===== src/design/fpba_pkg.sv =====
// shared types and constants for the fit policy block allocator
package fpba_pkg;

    // defaults for the top level parameters
    localparam int DEF_NUM_BLOCKS = 16;
    localparam int DEF_SIZE_BITS  = 16;

    // fixed port field widths
    localparam int CFG_INDEX_W = 2;
    localparam int CFG_DATA_W  = 5;
    localparam int ENTRY_W     = 4;
    localparam int SIZE_W      = 16;
    localparam int COUNT_W     = 5;

    // configuration register indexes
    localparam logic [CFG_INDEX_W-1:0] REG_POLICY = 2'd0;
    localparam logic [CFG_INDEX_W-1:0] REG_COUNT  = 2'd1;

    localparam logic [COUNT_W-1:0] COUNT_RESET = 5'd16;

    // item kinds
    localparam logic KIND_LOAD    = 1'b0;
    localparam logic KIND_REQUEST = 1'b1;

    typedef enum logic [1:0] {
        POL_FIRST = 2'd0,
        POL_BEST  = 2'd1,
        POL_WORST = 2'd2,
        POL_NEXT  = 2'd3
    } fpba_policy_t;

    typedef enum logic [1:0] {
        ST_IDLE,
        ST_SCAN,
        ST_DRAIN,
        ST_FINISH
    } fpba_state_t;

    // controller to datapath
    typedef struct packed {
        logic capture;
        logic scan_step;
        logic commit;
    } fpba_cmd_t;

    // datapath to controller
    typedef struct packed {
        logic in_request;
        logic count_zero;
        logic scan_last;
        logic out_busy;
    } fpba_status_t;

endpackage


===== src/design/fpba_ctrl.sv =====
// sequencing state machine for the fit policy block allocator
module fpba_ctrl (
    input  logic                  clk,
    input  logic                  rst_n,
    input  logic                  in_valid,
    output logic                  in_ready,
    input  fpba_pkg::fpba_status_t status,
    output fpba_pkg::fpba_cmd_t    cmd
);
    import fpba_pkg::*;

    fpba_state_t state_reg;
    fpba_state_t state_next;

    always_ff @(posedge clk or negedge rst_n)
    begin
        if (!rst_n)
        begin
            state_reg <= ST_IDLE;
        end
        else
        begin
            state_reg <= state_next;
        end
    end

    always_comb
    begin
        state_next    = state_reg;
        in_ready      = 1'b0;
        cmd.capture   = 1'b0;
        cmd.scan_step = 1'b0;
        cmd.commit    = 1'b0;
        unique case (state_reg)
            ST_IDLE:
            begin
                in_ready = 1'b1;
                if (in_valid)
                begin
                    cmd.capture = 1'b1;
                    if (status.in_request && !status.count_zero)
                    begin
                        state_next = ST_SCAN;
                    end
                    else
                    begin
                        state_next = ST_FINISH;
                    end
                end
            end
            ST_SCAN:
            begin
                cmd.scan_step = 1'b1;
                if (status.scan_last)
                begin
                    state_next = ST_DRAIN;
                end
            end
            ST_DRAIN:
            begin
                // last compare lands this cycle
                state_next = ST_FINISH;
            end
            ST_FINISH:
            begin
                if (!status.out_busy)
                begin
                    cmd.commit = 1'b1;
                    state_next = ST_IDLE;
                end
            end
            default:
            begin
                state_next = ST_IDLE;
            end
        endcase
    end

endmodule


===== src/design/fpba_datapath.sv =====
// free size table, scan compare, config registers and result register
module fpba_datapath #(
    parameter int NUM_BLOCKS = fpba_pkg::DEF_NUM_BLOCKS,
    parameter int SIZE_BITS  = fpba_pkg::DEF_SIZE_BITS
) (
    input  logic                                clk,
    input  logic                                rst_n,
    input  logic                                cfg_we,
    input  logic [fpba_pkg::CFG_INDEX_W-1:0]    cfg_index,
    input  logic [fpba_pkg::CFG_DATA_W-1:0]     cfg_data,
    input  logic                                kind,
    input  logic [fpba_pkg::ENTRY_W-1:0]        entry_index,
    input  logic [fpba_pkg::SIZE_W-1:0]         size_value,
    output logic                                out_valid,
    input  logic                                out_ready,
    output logic                                granted,
    output logic [fpba_pkg::ENTRY_W-1:0]        block_index,
    output logic [fpba_pkg::SIZE_W-1:0]         remaining,
    input  fpba_pkg::fpba_cmd_t                 cmd,
    output fpba_pkg::fpba_status_t              status
);
    import fpba_pkg::*;

    localparam int IDX_W = $clog2(NUM_BLOCKS);
    localparam int CNT_W = $clog2(NUM_BLOCKS + 1);

    // configuration
    fpba_policy_t       policy_reg;
    logic [COUNT_W-1:0] blocks_reg;
    logic [CNT_W-1:0]   count;

    // captured item
    logic                 kind_reg;
    logic [ENTRY_W-1:0]   idx_reg;
    logic [SIZE_BITS-1:0] size_reg;
    logic [31:0]          size_in_wide;
    logic [31:0]          idx_wide;
    logic                 idx_ok;
    logic [IDX_W-1:0]     load_addr;

    // table
    logic [SIZE_BITS-1:0] mem [NUM_BLOCKS];
    logic [NUM_BLOCKS-1:0] valid_reg;
    logic                 wr_en;
    logic [IDX_W-1:0]     wr_addr;
    logic [SIZE_BITS-1:0] wr_data;

    // scan
    logic [IDX_W-1:0]     pos_reg;
    logic [IDX_W-1:0]     pos_next;
    logic [CNT_W-1:0]     pos_inc;
    logic [CNT_W-1:0]     left_reg;
    logic [IDX_W-1:0]     ptr_reg;
    logic [IDX_W-1:0]     start_pos;

    // compare stage
    logic                 rd_live_reg;
    logic [SIZE_BITS-1:0] rd_data_reg;
    logic                 rd_vbit_reg;
    logic [IDX_W-1:0]     rd_pos_reg;
    logic [SIZE_BITS-1:0] rd_eff;
    logic                 fits;
    logic                 take;
    logic                 found_reg;
    logic [SIZE_BITS-1:0] best_val_reg;
    logic [IDX_W-1:0]     best_pos_reg;
    logic [SIZE_BITS-1:0] diff;

    // result
    logic                 out_valid_reg;
    logic                 granted_reg;
    logic [ENTRY_W-1:0]   block_reg;
    logic [SIZE_W-1:0]    remaining_reg;
    logic [31:0]          pos_wide;
    logic [31:0]          val_wide;

    always_ff @(posedge clk or negedge rst_n)
    begin
        if (!rst_n)
        begin
            policy_reg <= POL_FIRST;
            blocks_reg <= COUNT_RESET;
        end
        else if (cfg_we)
        begin
            if (cfg_index == REG_POLICY)
            begin
                policy_reg <= fpba_policy_t'(cfg_data[1:0]);
            end
            else if (cfg_index == REG_COUNT)
            begin
                blocks_reg <= cfg_data;
            end
        end
    end

    // counts above the table clamp to the table depth
    always_comb
    begin
        if (32'(blocks_reg) > NUM_BLOCKS)
        begin
            count = CNT_W'(NUM_BLOCKS);
        end
        else
        begin
            count = CNT_W'(blocks_reg);
        end
    end

    assign size_in_wide = 32'(size_value);

    always_ff @(posedge clk)
    begin
        if (cmd.capture)
        begin
            kind_reg <= kind;
            idx_reg  <= entry_index;
            size_reg <= size_in_wide[SIZE_BITS-1:0];
        end
    end

    assign idx_wide  = 32'(idx_reg);
    assign idx_ok    = idx_wide < NUM_BLOCKS;
    assign load_addr = idx_wide[IDX_W-1:0];

    // scan address generation, wraps at the active count
    assign start_pos = ((policy_reg == POL_NEXT) && (CNT_W'(ptr_reg) < count))
                       ? ptr_reg : '0;
    assign pos_inc   = CNT_W'(pos_reg) + CNT_W'(1);
    assign pos_next  = (pos_inc == count) ? '0 : pos_inc[IDX_W-1:0];

    always_ff @(posedge clk)
    begin
        if (cmd.capture)
        begin
            pos_reg  <= start_pos;
            left_reg <= count - CNT_W'(1);
        end
        else if (cmd.scan_step)
        begin
            pos_reg  <= pos_next;
            left_reg <= left_reg - CNT_W'(1);
        end
    end

    // table write port, shared by loads and grants
    always_comb
    begin
        wr_en   = 1'b0;
        wr_addr = best_pos_reg;
        wr_data = diff;
        if (cmd.commit)
        begin
            if (kind_reg == KIND_LOAD)
            begin
                wr_en   = idx_ok;
                wr_addr = load_addr;
                wr_data = size_reg;
            end
            else
            begin
                wr_en = found_reg;
            end
        end
    end

    always_ff @(posedge clk)
    begin
        if (wr_en)
        begin
            mem[wr_addr] <= wr_data;
        end
        if (cmd.scan_step)
        begin
            rd_data_reg <= mem[pos_reg];
            rd_vbit_reg <= valid_reg[pos_reg];
            rd_pos_reg  <= pos_reg;
        end
    end

    // entries never written read as zero
    always_ff @(posedge clk or negedge rst_n)
    begin
        if (!rst_n)
        begin
            valid_reg   <= '0;
            rd_live_reg <= 1'b0;
            ptr_reg     <= '0;
        end
        else
        begin
            rd_live_reg <= cmd.scan_step;
            if (wr_en)
            begin
                valid_reg[wr_addr] <= 1'b1;
            end
            if (cmd.commit)
            begin
                if (kind_reg == KIND_LOAD)
                begin
                    if (idx_ok)
                    begin
                        ptr_reg <= '0;
                    end
                end
                else if (found_reg && (policy_reg == POL_NEXT))
                begin
                    ptr_reg <= best_pos_reg;
                end
            end
        end
    end

    // entries arrive in search order, so the first fit wins for first and next fit
    assign rd_eff = rd_vbit_reg ? rd_data_reg : '0;
    assign fits   = rd_eff >= size_reg;

    always_comb
    begin
        take = 1'b0;
        if (rd_live_reg && fits)
        begin
            priority if (!found_reg)
            begin
                take = 1'b1;
            end
            else if (policy_reg == POL_BEST)
            begin
                take = rd_eff < best_val_reg;
            end
            else if (policy_reg == POL_WORST)
            begin
                take = rd_eff > best_val_reg;
            end
            else
            begin
                take = 1'b0;
            end
        end
    end

    always_ff @(posedge clk or negedge rst_n)
    begin
        if (!rst_n)
        begin
            found_reg <= 1'b0;
        end
        else if (cmd.capture)
        begin
            found_reg <= 1'b0;
        end
        else if (take)
        begin
            found_reg <= 1'b1;
        end
    end

    always_ff @(posedge clk)
    begin
        if (take)
        begin
            best_val_reg <= rd_eff;
            best_pos_reg <= rd_pos_reg;
        end
    end

    assign diff = best_val_reg - size_reg;

    // result register
    assign pos_wide = 32'(best_pos_reg);
    assign val_wide = (kind_reg == KIND_LOAD) ? 32'(size_reg) : 32'(diff);

    always_ff @(posedge clk or negedge rst_n)
    begin
        if (!rst_n)
        begin
            out_valid_reg <= 1'b0;
        end
        else if (cmd.commit)
        begin
            out_valid_reg <= 1'b1;
        end
        else if (out_ready)
        begin
            out_valid_reg <= 1'b0;
        end
    end

    always_ff @(posedge clk)
    begin
        if (cmd.commit)
        begin
            if ((kind_reg == KIND_LOAD) ? idx_ok : found_reg)
            begin
                granted_reg   <= 1'b1;
                block_reg     <= (kind_reg == KIND_LOAD) ? idx_reg : pos_wide[ENTRY_W-1:0];
                remaining_reg <= val_wide[SIZE_W-1:0];
            end
            else
            begin
                granted_reg   <= 1'b0;
                block_reg     <= '0;
                remaining_reg <= '0;
            end
        end
    end

    assign out_valid   = out_valid_reg;
    assign granted     = granted_reg;
    assign block_index = block_reg;
    assign remaining   = remaining_reg;

    assign status.in_request = (kind == KIND_REQUEST);
    assign status.count_zero = (count == '0);
    assign status.scan_last  = (left_reg == '0);
    assign status.out_busy   = out_valid_reg && !out_ready;

`ifndef SYNTHESIS
    a_commit_slot_free: assert property (@(posedge clk) disable iff (!rst_n)
        cmd.commit |-> !(out_valid_reg && !out_ready))
        else $error("commit while result slot still occupied");

    a_scan_in_range: assert property (@(posedge clk) disable iff (!rst_n)
        cmd.scan_step |-> (CNT_W'(pos_reg) < count))
        else $error("scan address beyond active count");

    a_pick_fits: assert property (@(posedge clk) disable iff (!rst_n)
        (found_reg && (kind_reg == KIND_REQUEST)) |-> (best_val_reg >= size_reg))
        else $error("chosen block smaller than request");

    a_result_follows_commit: assert property (@(posedge clk) disable iff (!rst_n)
        cmd.commit |=> out_valid_reg)
        else $error("commit did not raise result valid");
`endif

endmodule


===== src/design/fit_policy_block_allocator.sv =====
// top level of the fit policy block allocator
// Allocator over a table of NUM_BLOCKS free sizes. A load transaction (kind 0) writes one
// entry, if its index lies in the table, and sends the next-fit pointer back to block 0;
// a request transaction (kind 1) picks a block by the policy register (first, best, worst
// or next fit), subtracts the request from it and reports the block and what is left, or
// granted 0 when nothing fits. The table has a single read port; a request searches it,
// reading one entry per cycle through a registered read, followed by the last compare and
// then the update. A request with a zero block count skips the search. Items are handled
// one at a time. The result sits in an output register, so a new item is accepted while
// the previous result waits; the update stalls only if that result has still not been
// taken. Configuration writes land at once and must be made while no item is in flight.
// The table reads as all zero after reset, by its valid bits, with no clearing pass.
module fit_policy_block_allocator #(
    parameter int NUM_BLOCKS = fpba_pkg::DEF_NUM_BLOCKS,
    parameter int SIZE_BITS  = fpba_pkg::DEF_SIZE_BITS
) (
    input  logic                             clk,
    input  logic                             rst_n,
    // configuration write port
    input  logic                             cfg_we,
    input  logic [fpba_pkg::CFG_INDEX_W-1:0] cfg_index,
    input  logic [fpba_pkg::CFG_DATA_W-1:0]  cfg_data,
    // input channel
    input  logic                             in_valid,
    output logic                             in_ready,
    input  logic                             kind,
    input  logic [fpba_pkg::ENTRY_W-1:0]     entry_index,
    input  logic [fpba_pkg::SIZE_W-1:0]      size_value,
    // result channel
    output logic                             out_valid,
    input  logic                             out_ready,
    output logic                             granted,
    output logic [fpba_pkg::ENTRY_W-1:0]     block_index,
    output logic [fpba_pkg::SIZE_W-1:0]      remaining
);
    import fpba_pkg::*;

    // command and status between sequencer and datapath
    fpba_cmd_t    cmd;
    fpba_status_t status;

    // sequencer: idle, scan, drain of the read pipeline, commit
    fpba_ctrl u_ctrl (
        .clk      (clk),
        .rst_n    (rst_n),
        .in_valid (in_valid),
        .in_ready (in_ready),
        .status   (status),
        .cmd      (cmd)
    );

    // table, compare stage, pointer, config and result registers
    fpba_datapath #(
        .NUM_BLOCKS (NUM_BLOCKS),
        .SIZE_BITS  (SIZE_BITS)
    ) u_datapath (
        .clk         (clk),
        .rst_n       (rst_n),
        .cfg_we      (cfg_we),
        .cfg_index   (cfg_index),
        .cfg_data    (cfg_data),
        .kind        (kind),
        .entry_index (entry_index),
        .size_value  (size_value),
        .out_valid   (out_valid),
        .out_ready   (out_ready),
        .granted     (granted),
        .block_index (block_index),
        .remaining   (remaining),
        .cmd         (cmd),
        .status      (status)
    );

endmodule

===== config.mk =====
export PLATFORM = sky130hd
export DESIGN_NAME = fit_policy_block_allocator
export DESIGN_NICKNAME = d
export VERILOG_FILES = /design/src/design/fpba_pkg.sv /design/src/design/fpba_ctrl.sv /design/src/design/fpba_datapath.sv /design/src/design/fit_policy_block_allocator.sv
export SDC_FILE = /design/constraint.sdc
export NUM_CORES = 1
export LEC_CHECK = 0
export ABC_AREA = 1
export BUFFER_PORTS_ARGS = -buffer_cell sky130_fd_sc_hd__buf_2
export CAP_MARGIN = 40
export CORE_ASPECT_RATIO = 1.25
export CORE_MARGIN = 2
export CORE_UTILIZATION = 45
export CTS_CLUSTER_DIAMETER = 200
export CTS_CLUSTER_SIZE = 30
export DETAILED_ROUTE_END_ITERATION = 7
export PLACE_DENSITY = 0.66
export SKIP_LAST_GASP = 1
export SYNTH_ARGS = -nofsm -noshare
export SYNTH_HDL_FRONTEND = slang
export SYNTH_SLANG_ARGS = --single-unit

===== constraint.sdc =====
create_clock -name clk -period 2.5 [get_ports clk]
set_input_delay 0.125 -clock clk [delete_from_list [all_inputs] [get_ports clk]]
set_output_delay 0.125 -clock clk [all_outputs]
set_load 0.02 [all_outputs]

==> qor.csv <==
metric;value;unit
tns;-839;ps
pwr_total;22.3;mW
leakagePower;7.84;nW
final_hold_viol_count;0;
core_area;37400;µm²
cts_made_buffers;16;
worstPathMaxFanout;10;
rrSetupSlack;-50;ps
layout.nets;1653;
cap_violations;0;
hold_end;u_ctrl.state_reg[0];
ir_worst_vdd;0.540;mV
utilization;53.2;%
antenna-diode-count;0;
synth_seq_area_share;65.7;%
drcViolationCount;0;
min-delay-path-class;in -> reg;
finalCritPeriodShare;102;%
tritoncts;built;
postRouteWirelength;40600;µm
firstDrtPassIters;5;
dpl-instance-area;18500;µm²
synth.largest_area_cell;sky130_fd_sc_hd__edfxtp_1;
rsz0062_at_grt;true;
timing.rr.end;u_datapath.best_val_reg[11];
final_layout_size_suffix_gt1_share;16.6;%
crit_path_start_kind;flip-flop;
grt_first_pass_wirelength;60100;µm
synthDistinctLibCells;39;
die_height;222;µm
yosysWarningCount;0;
postSynthCellCount;1441;
r2r.worst_path.cells;16;
syn_area_per_cell;11.9;µm²
io_buffers;55;
synth-async-reset-ratio;8.42;%
comb_power_share;43.7;%
stdcell_area;19900;µm²
clk_root_buffer_cell;sky130_fd_sc_hd__clkbuf_16;
final_period_minus_worst_setup_slack;2550;ps
holdPathStages;4;
postSynthRegisterBits;380;
io-pin-count;56;
average_routed_wire_per_standard_cell;19.7;µm
grt_start_max_net_pins;91;
worstMarginPinSlew;766;ps
synth-edff-count;348;
viasPerCell;5.49;
worst_ep_required_time;2820;ps
cell_internal_pwr;13.7;mW
ys_top_cells_by_area;sky130_fd_sc_hd__edfxtp_1 (61%), sky130_fd_sc_hd__dfrtp_1 (4.5%), sky130_fd_sc_hd__nand2_1 (4.3%), sky130_fd_sc_hd__mux2i_1 (4.1%), sky130_fd_sc_hd__inv_1 (4.0%);
switchingPower;8.53;mW
slew_headroom;49.0;%
floorplan.die_area;39700;µm²
p_per_area;1120;nW/µm²
final_max_slew_viol_count;0;
most_repeated_cell_in_the_gate_level_netlist_after_synthesis;sky130_fd_sc_hd__edfxtp_1;
clkPwrFrac;14.1;%
dp_hpwl;25400;µm
routabilityCongestion;0.825;
kind_of_end_point_of_the_critical_path;flip-flop;
seq_pwr_share;42.3;%
synth_top_flop_cell;sky130_fd_sc_hd__edfxtp_1;
clk_transition_reported_paths;120;ps
cts.sink_count;380;
register_with_the_most_flip_flops;u_datapath.mem;
first_global_vias;10906;
synth_top_area_share;61.0;%
cell_row_count;79;
most_numerous_cell_on_the_critical_path;sky130_fd_sc_hd__nand2_1;
initial_antenna_violation_count;1;
leftover_overflow_at_the_end_of_global_routing;0;
area_growth_syn_to_layout;16.1;%
worst_path_largest_cell_delay;440;ps
cp_data_arrival_time;2870;ps
achievable_freq;392;MHz
drt_iter0_markers;952;
largest_register_ffs;256;
hp-start;in_valid;
net_count_of_the_mapped_netlist;1528;
htree_num_levels;1;
grt_resource_usage_total;19.9;%
critical_path.cell_chain;buf_12 -> buf_8 -> nand2_1 -> inv_2 -> ha_4 -> nand2_1 -> inv_2 -> o21ai_1 -> nand2_1 -> a21oi_4 -> nand2_1 -> nand2_1 -> nand3_2 -> nand2_2 -> clkinvlp_4 -> clkbuf_16;
cp_slowest_cell;sky130_fd_sc_hd__edfxtp_1;
violated_checks;negative setup slack;
setup_ws;-53.2;ps
die_w;179;µm
yosys-top-cells-count;sky130_fd_sc_hd__edfxtp_1 (348), sky130_fd_sc_hd__nand2_1 (194), sky130_fd_sc_hd__inv_1 (181);
result_of_the_run;finished, violations left;
ant_nets;0;
clock_latency;540;ps
p_sw_share;38.3;%
crit_type;reg -> reg;
detailroute.via_count;11278;
setup_violations;20;
floorplan.initialDensity;45.8;%
worstReg2RegStart;u_datapath.rd_vbit_reg;
skew;26.7;ps
place_ws;-33.7;ps
clock_path_buffers;3;
syn-cell-area;17100;µm²
-- cells by family after synthesis --
logic type      after synthesis  share of synthesized area, %
simple gates                342                          8.32
compound gates              329                          10.9
flops                       380                          65.7
buf+inv                     247                          6.05
fa+ha+maj                    54                          3.99
mux                          71                          4.15
xor+xnor                     18                         0.920
-- power groups by stage --
stage	logic (mW)	clock network (mW)	registers, mW
4_1_cts	8.91	3.21	9.39
6_report	9.72	3.14	9.41
5_1_grt	10.7	3.38	9.48
3_3_place_gp	8.56	0	9.51
2_1_floorplan	5.71	0	9.54
3_5_place_dp	8.80	0	9.53
-- final cells by class --
type | count | area [µm²]
flip-flops and latches | 380 | 11300
repair buffers | 166 | 1570
clock inverters | 1 | 11.3
inverters | 188 | 712
clock buffers | 21 | 440
well taps | 486 | 608
fillers | 3129 | 17500
multi-input cells | 814 | 5290
-- through the flow --
step	hold slack, ps	std cells
final	54.9	2056
after global routing	79.4	2056
after CTS	44.6	2041
after detailed placement	241	1988
after global placement	235	1987
after floorplan	-171	1441
-- per-layer routing --
metal / track usage, % / routed length (µm)
met1: 24.5 / 16300
met2: 35.7 / 20900
met3: 2.40 / 2060
met4: 6.82 / 1310
met5: 0 / 0
-- how the worst max path moves through the flow --
stage,start,to,slack (ps),cells past startpoint
floorplan,u_datapath.size_reg[0],u_datapath.mem[0][14],20,13
global placement,u_datapath.best_val_reg[0],u_datapath.mem[13][10],-10,15
detailed placement,u_datapath.size_reg[0],u_datapath.mem[14][10],-30,14
CTS,u_datapath.size_reg[0],u_datapath.mem[11][10],4,14
global route,u_datapath.rd_vbit_reg,u_datapath.best_val_reg[4],-120,15
finish,u_datapath.rd_vbit_reg,u_datapath.best_val_reg[11],-50,16
-- placed cells by master, fill, tap and decap left out, types with 5 or more instances in the layout --
cell                            count
sky130_fd_sc_hd__xor2_1             9
sky130_fd_sc_hd__clkbuf_16         19
sky130_fd_sc_hd__a21oi_1          100
sky130_fd_sc_hd__dlygate4sd3_1     31
sky130_fd_sc_hd__inv_2             20
sky130_fd_sc_hd__xnor2_1            8
sky130_fd_sc_hd__o21ai_1           15
sky130_fd_sc_hd__nand3_1           51
sky130_fd_sc_hd__nand3_2            5
sky130_fd_sc_hd__o211ai_1          66
sky130_fd_sc_hd__o21bai_1           6
sky130_fd_sc_hd__inv_1            164
sky130_fd_sc_hd__or2_1              9
sky130_fd_sc_hd__edfxtp_1         348
sky130_fd_sc_hd__o21ai_0          120
sky130_fd_sc_hd__buf_2             55
sky130_fd_sc_hd__ha_1              37
sky130_fd_sc_hd__buf_4             48
sky130_fd_sc_hd__nor2_1            42
sky130_fd_sc_hd__dfrtp_1           31
sky130_fd_sc_hd__ha_4              14
sky130_fd_sc_hd__a21oi_2            6
sky130_fd_sc_hd__nand2_2           20
sky130_fd_sc_hd__buf_12            27
sky130_fd_sc_hd__mux2i_1           71
sky130_fd_sc_hd__nand2_1          176
sky130_fd_sc_hd__nor2_2            17
-- critical path: cells and delay by family, from the launching register on --
kind | cells | cell delay, ps
AO/OA/AOI/OAI | 2 | 270
adder cells (fa/ha/maj) | 1 | 210
buffers and inverters | 6 | 840
flip-flops | 1 | 440
AND/OR/NAND/NOR | 7 | 570
-- timing repair --
action                                  4_1_cts  5_1_grt
pin swaps                                     0       13
buffers inserted                              0       12
endpoints found under the hold margin        61        0
gates resized for setup                       6       99
endpoints found under the setup margin       52      118
hold buffers                                 31        0
cloned                                        0        3
Power figures use the tool's default switching activity.
